### src/rtl/psfd_pkg.sv
`default_nettype none
package psfd_pkg;

    // Input item: one action event
    typedef struct packed {
        logic [31:0] source_ip;
        logic        privileged;
        logic [31:0] now_ms;
    } t_in_item;

    // Result item: decision for one event
    typedef struct packed {
        logic       allowed;
        logic [2:0] verdict;
    } t_out_item;

    // One source table entry
    typedef struct packed {
        logic [31:0] ip;
        logic [31:0] last_time;
        logic [31:0] elapsed;
        logic [3:0]  count;
        logic        disabled;
    } t_entry;

    // Verdict codes
    localparam logic [2:0] V_ALLOW    = 3'd0;
    localparam logic [2:0] V_DISABLED = 3'd1;
    localparam logic [2:0] V_BANNED   = 3'd2;
    localparam logic [2:0] V_CLOSE    = 3'd3;
    localparam logic [2:0] V_FULL     = 3'd4;

    // Configuration register indexes
    localparam logic [1:0] CFG_ACTION_LIMIT = 2'd0;
    localparam logic [1:0] CFG_FAST_WINDOW  = 2'd1;
    localparam logic [1:0] CFG_SLOW_WINDOW  = 2'd2;

    // Configuration reset values
    localparam logic [3:0]  RST_ACTION_LIMIT = 4'd10;
    localparam logic [19:0] RST_FAST_WINDOW  = 20'd10000;
    localparam logic [19:0] RST_SLOW_WINDOW  = 20'd30000;

    // Shared arithmetic unit operations
    typedef enum logic [1:0] {
        ALU_SUB,
        ALU_SATADD,
        ALU_LT
    } t_alu_op;

    // Sequencer states
    typedef enum logic [2:0] {
        S_IDLE,
        S_SCAN,
        S_MISS,
        S_CHECK,
        S_SUM,
        S_FAST,
        S_SLOW
    } t_state;

endpackage
`default_nettype wire

### src/rtl/psfd_alu.sv
`default_nettype none
module psfd_alu (
    input  var psfd_pkg::t_alu_op i_op,
    input  wire logic [31:0]      i_a,
    input  wire logic [31:0]      i_b,
    output logic      [31:0]      o_y,
    output logic                  o_lt
);

    logic [32:0] w_sum;

    // Form the wide sum once for the saturating add
    assign w_sum = {1'b0, i_a} + {1'b0, i_b};

    // Select the operation result
    always_comb begin
        o_y  = '0;
        o_lt = 1'b0;
        unique case (i_op)
            psfd_pkg::ALU_SUB: begin
                o_y = i_a - i_b;
            end
            psfd_pkg::ALU_SATADD: begin
                o_y = w_sum[32] ? '1 : w_sum[31:0];
            end
            psfd_pkg::ALU_LT: begin
                o_lt = (i_a < i_b);
            end
            default: begin
                o_y = '0;
            end
        endcase
    end

endmodule
`default_nettype wire

### config.mk
export PLATFORM = sky130hd
export DESIGN_NAME = psfd_alu
export DESIGN_NICKNAME = d
export VERILOG_FILES = /design/src/rtl/psfd_pkg.sv /design/src/rtl/psfd_alu.sv
export SDC_FILE = /design/constraint.sdc
export NUM_CORES = 1
export LEC_CHECK = 0
export ABC_AREA = 1
export BUFFER_PORTS_ARGS = -buffer_cell sky130_fd_sc_hd__buf_2
export CORE_MARGIN = 2
export CORE_UTILIZATION = 65
export DETAILED_ROUTE_END_ITERATION = 10
export PLACE_DENSITY = 0.95
export SLEW_MARGIN = 5
export SYNTH_ARGS = -nofsm -noshare
export SYNTH_HDL_FRONTEND = slang
export SYNTH_SLANG_ARGS = --single-unit
### constraint.sdc
create_clock -name vclk -period 6.3
set_clock_uncertainty 0.15 [all_clocks]
set_input_delay 1.26 -clock vclk [all_inputs]
set_output_delay 1.26 -clock vclk [all_outputs]
set_load 0.005 [all_outputs]
======== After elaboration in Yosys (flattened, before gate mapping) ========
Cells that the tools add are included.
storage, ports and cells
  register bits after elaboration ......... 0
  output and inout bits ................... 33
  input port bits ......................... 66
  word-level logic and storage cells ...... 9
cells by class
  $add $sub $neg .......................... 2
  mux-type cells .......................... 3
  reduce and logical (&&, ||, !) cells .... 1
  equality and inequality tests ........... 2
  magnitude comparators ................... 1
operators by type and width
  operator                                        number
  case mux 32 bit (2 select lines)                1
  adder 32 x 32 -> 33 bit                         1
  < comparator 32 bit                             1
  two-way mux 32 bit                              1
  subtractor 32 bit                               1
  == test 2 x 1 -> 1 bit (second input constant)  1
  == test 2 bit (second input constant)           1
  zero test 2 bit                                 1
  two-way mux 1 bit                               1

======== Depth between registers and ports, before layout ========
  word-level depth ........................ 3
  mapped depth ............................ 17
  mapped depth without buffers ............ 17

======== Worst setup path after synthesis ========
OpenSTA, ideal clock, no wires.
  path type ............................... in2out
  from .................................... input port i_a[0]
  to ...................................... output port o_y[19]
  path slack .............................. 2153 ps
  buffers on the path ..................... 1
  required time ........................... 4890 ps
  cell stages on the path ................. 13
  arrival ................................. 2737 ps
  cell sequence ........................... ha_1 -> fa_1 -> nand2_1 -> nand2_1 -> nand4_1 -> nand2_1 -> nand2_1 -> nand2_2 -> nand2_2 -> nand3_2 -> nand2_4 -> buf_12 -> nand3_2
on the way
  word-level cells in the longest chain between the ends .. 3
  elaborated cells on any way between the ends .. 4
  classes of those cells .................. 2 x add/sub; 2 x mux
ends and longest elaborated chain
  item                                  RTL line        source
  start, declared                       psfd_alu.sv:4   input wire logic [31:0] i_a,
  adder 32 x 32 -> 33 bit               psfd_alu.sv:13  assign w_sum = {1'b0, i_a} + {1'b0, i_b};
  two-way mux 32 bit                    psfd_alu.sv:24  o_y = w_sum[32] ? '1 : w_sum[31:0];
  case mux 32 bit (2 select lines) (*)  psfd_alu.sv:19  unique case (i_op)
  end, declared                         psfd_alu.sv:6   output logic [31:0] o_y,
Mark *: on every way between the ends. The rest lies on a longest branch, timed or not.

======== Worst setup path after layout ========
  from .................................... input port i_a[0]
  to ...................................... output port o_y[17]
Same word-level chain as after synthesis.

==> metrics.cfg <==
[timing]
holdWs_ps = 2698
period_share_pct = 77.84
tns_ps = 0
setup_ws_ps = 1396
maxSlewViolCount = 0
worst_pin_slew_ps = 677.1
hold_viol_final = 0
max_freq_ghz = 0.2039
finalCriticalPeriod_ps = 4904
setup-violations-final = 0
slew_headroom_pct = 54.81
rsz0062_at_grt = false

[status]
status = completed

[place]
gp_routability_congestion = 0.9727
pre_cts_ws_ps = 1444
place_area_sq_mm = 0.005809
port_buffers = 99
dp.cells = 1259
dpl.hpwl_mm = 15.50

[global_routing]
grt-ovfl-total = 0
grt_use_met2_pct = 66.85
met1_usage_pct = 54.98
antenna_found_initial = 0
grt.busiest_layer = met2
grt.met3_usage_pct = 3.033
grt_max_degree = 28
grt_pass1_wl_mm = 28.26
first_global_vias = 6017
grt.total_usage_pct = 40.11

[die]
row_count = 33
fp.dieArea_sq_mm = 0.008943
die_h_microns = 94.57
boundaryPins = 99
chipWidth_microns = 94.57
start_util_pct = 65.88
fp.coreArea_sq_mm = 0.008093

[yosys]
synth_top_area_share_pct = 27.25
yosys.area.top_type = nand2_1
yosysWarnings = 0
syn_area_sq_mm = 0.005331
synth_nets = 1213
postSynthCellCount = 1081
yosysSeqAreaShare_pct = 0
ys_types = 36
synth_area_leaders = nand2_1 (27%), inv_1 (15%), ha_1 (15%)
avgSynthCellArea_sq_um = 4.932
synth.most_common_cell = nand2_1
synthTopCellsByCount = nand2_1 (387), inv_1 (220), nor2_1 (91), nand3_1 (78), a21oi_1 (67)

[detailed_routing]
drt_iter0_drc = 727
via_count = 6907
drt-pass1-iter-count = 6
detail_route.vias_per_cell = 5.486
antenna_left = 0
routedWlPerCell_microns = 14.71
drc = 0
totalWireLength_mm = 18.52

[final_layout]
seq_area_sq_um = 0
design_area_sq_mm = 0.005809
numSequentialCells = 0
area_growth_syn_to_layout_pct = 8.965
antenna_cells = 0
fillers = 821
post_layout_nonfiller_instances = 1259
nets = 1288
drive_above_1_share_pct = 12.91
num-clock-buffers = 0

[power_and_ir_drop]
power.density_mw_per_mm2 = 95.37
vdd_drop_max_mv = 0.05959
p_leak_nw = 3.815

[worst_setup_path]
max_stage_delay_ps = 410
path_buf_inv = 2
cp_top_family = simple AND/OR/NAND/NOR gates
critPathCapture = o_y[17]
cp.required_ps = 4890
arrival_ps = 3490
start_kind = input pin
cp_slowest_cell = fa_1
cp_common_cell = nand2_1
worst-path-stages = 14
startpoint = i_a[0]
cp-end-kind = primary output
criticalPathCategory = in -> out
crit_chain = buf_2 > ha_1 > fa_1 > nand2_1 > nand2_1 > nand4_1 > nand2_1 > nand2_1 > nand2_2 > nand2_2 > nand3_2 > nand2_4 > nand3_1 > buf_2
critPathMaxFanout = 27

[clock_tree]
cts_hold_repair.buffers = 0
postCtsSetupRepairBufs = 0
cts_resized = 0

[run]
maxCapViolations = 0

[min_path]
hp-class = in -> out

[cell type report]
type	instances	area, sq um	share of cell area [%]
Multi-Input combinational cell	822	4300	74.03
Inverter	231	867.1	14.93
Timing Repair Buffer	101	510.5	8.787
Tap cell	105	131.4	2.261
[where the power goes]
part           internal (W)  leakage, nW  switching (W)
clock                     0            0              0
sequential                0            0              0
combinational      0.000185         3.82       0.000369
total              0.000185         3.82       0.000369
[metal layers]
metal	routed length, microns	vias up	share of wire, %
met5	0	-	0
met4	633	0	3.4
met3	1985	49	11
met2	7944	393	43
met1	7959	3007	43
li1	-	3458	-
[worst min-delay path: stages]
cell     delay, ps
buf_2          110
o21ai_0         90
buf_2          130
[through the flow]
| stage | total power [W] | util [%] |
|---|---|---|
| 3_5_place_dp | 0.0005327 | 71.78 |
| 2_1_floorplan | 0.0003725 | - |
| 3_3_place_gp | 0.0005254 | 71.78 |
| 4_1_cts | 0.0005349 | 71.78 |
| 5_1_grt | 0.0006104 | 71.78 |
| 6_report | 0.0005541 | 71.78 |
[how the worst min path moves through the flow]
| stage | endpoint | slack [ps] | start | cells after the start |
|---|---|---|---|---|
| after floorplan | o_y[0] | 2450 | i_op[1] | 1 |
| after CTS | o_y[0] | 2680 | i_op[1] | 3 |
| after detailed placement | o_y[0] | 2680 | i_op[1] | 3 |
| after global routing | o_y[0] | 2720 | i_op[1] | 3 |
| after global placement | o_y[0] | 2660 | i_op[1] | 3 |
| final | o_y[0] | 2700 | i_op[1] | 3 |
[layout by cell type, fill, tap and decap left out, types with 2 or more instances in the layout]
master    instances
nand2_1         387
inv_1           220
buf_2            99
nor2_1           91
nand3_1          78
a21oi_1          67
ha_1             64
o21ai_0          41
nand3_2          20
nand4_1          14
o21bai_1         11
inv_2            10
xor2_1            8
nor3_1            7
nor2_2            5
a21oi_2           3
nand3b_1          3
and2_1            3
nand2_2           3
nor2_4            3
nor3_2            2
xnor2_1           2
o211ai_1          2
fa_1              2
buf_4             2
[logic make-up (layout without fill, tap and decap cells)]
| group | count (synthesis) | in the layout | share of synthesized area [%] |
|---|---|---|---|
| simple gates | 619 | 619 | 50.39 |
| buf+inv | 259 | 332 | 19.34 |
| compound gates | 127 | 127 | 12.86 |
| fa+ha+maj | 66 | 66 | 15.77 |
| xor+xnor | 10 | 10 | 1.643 |
(Power assumes the default switching activity.)
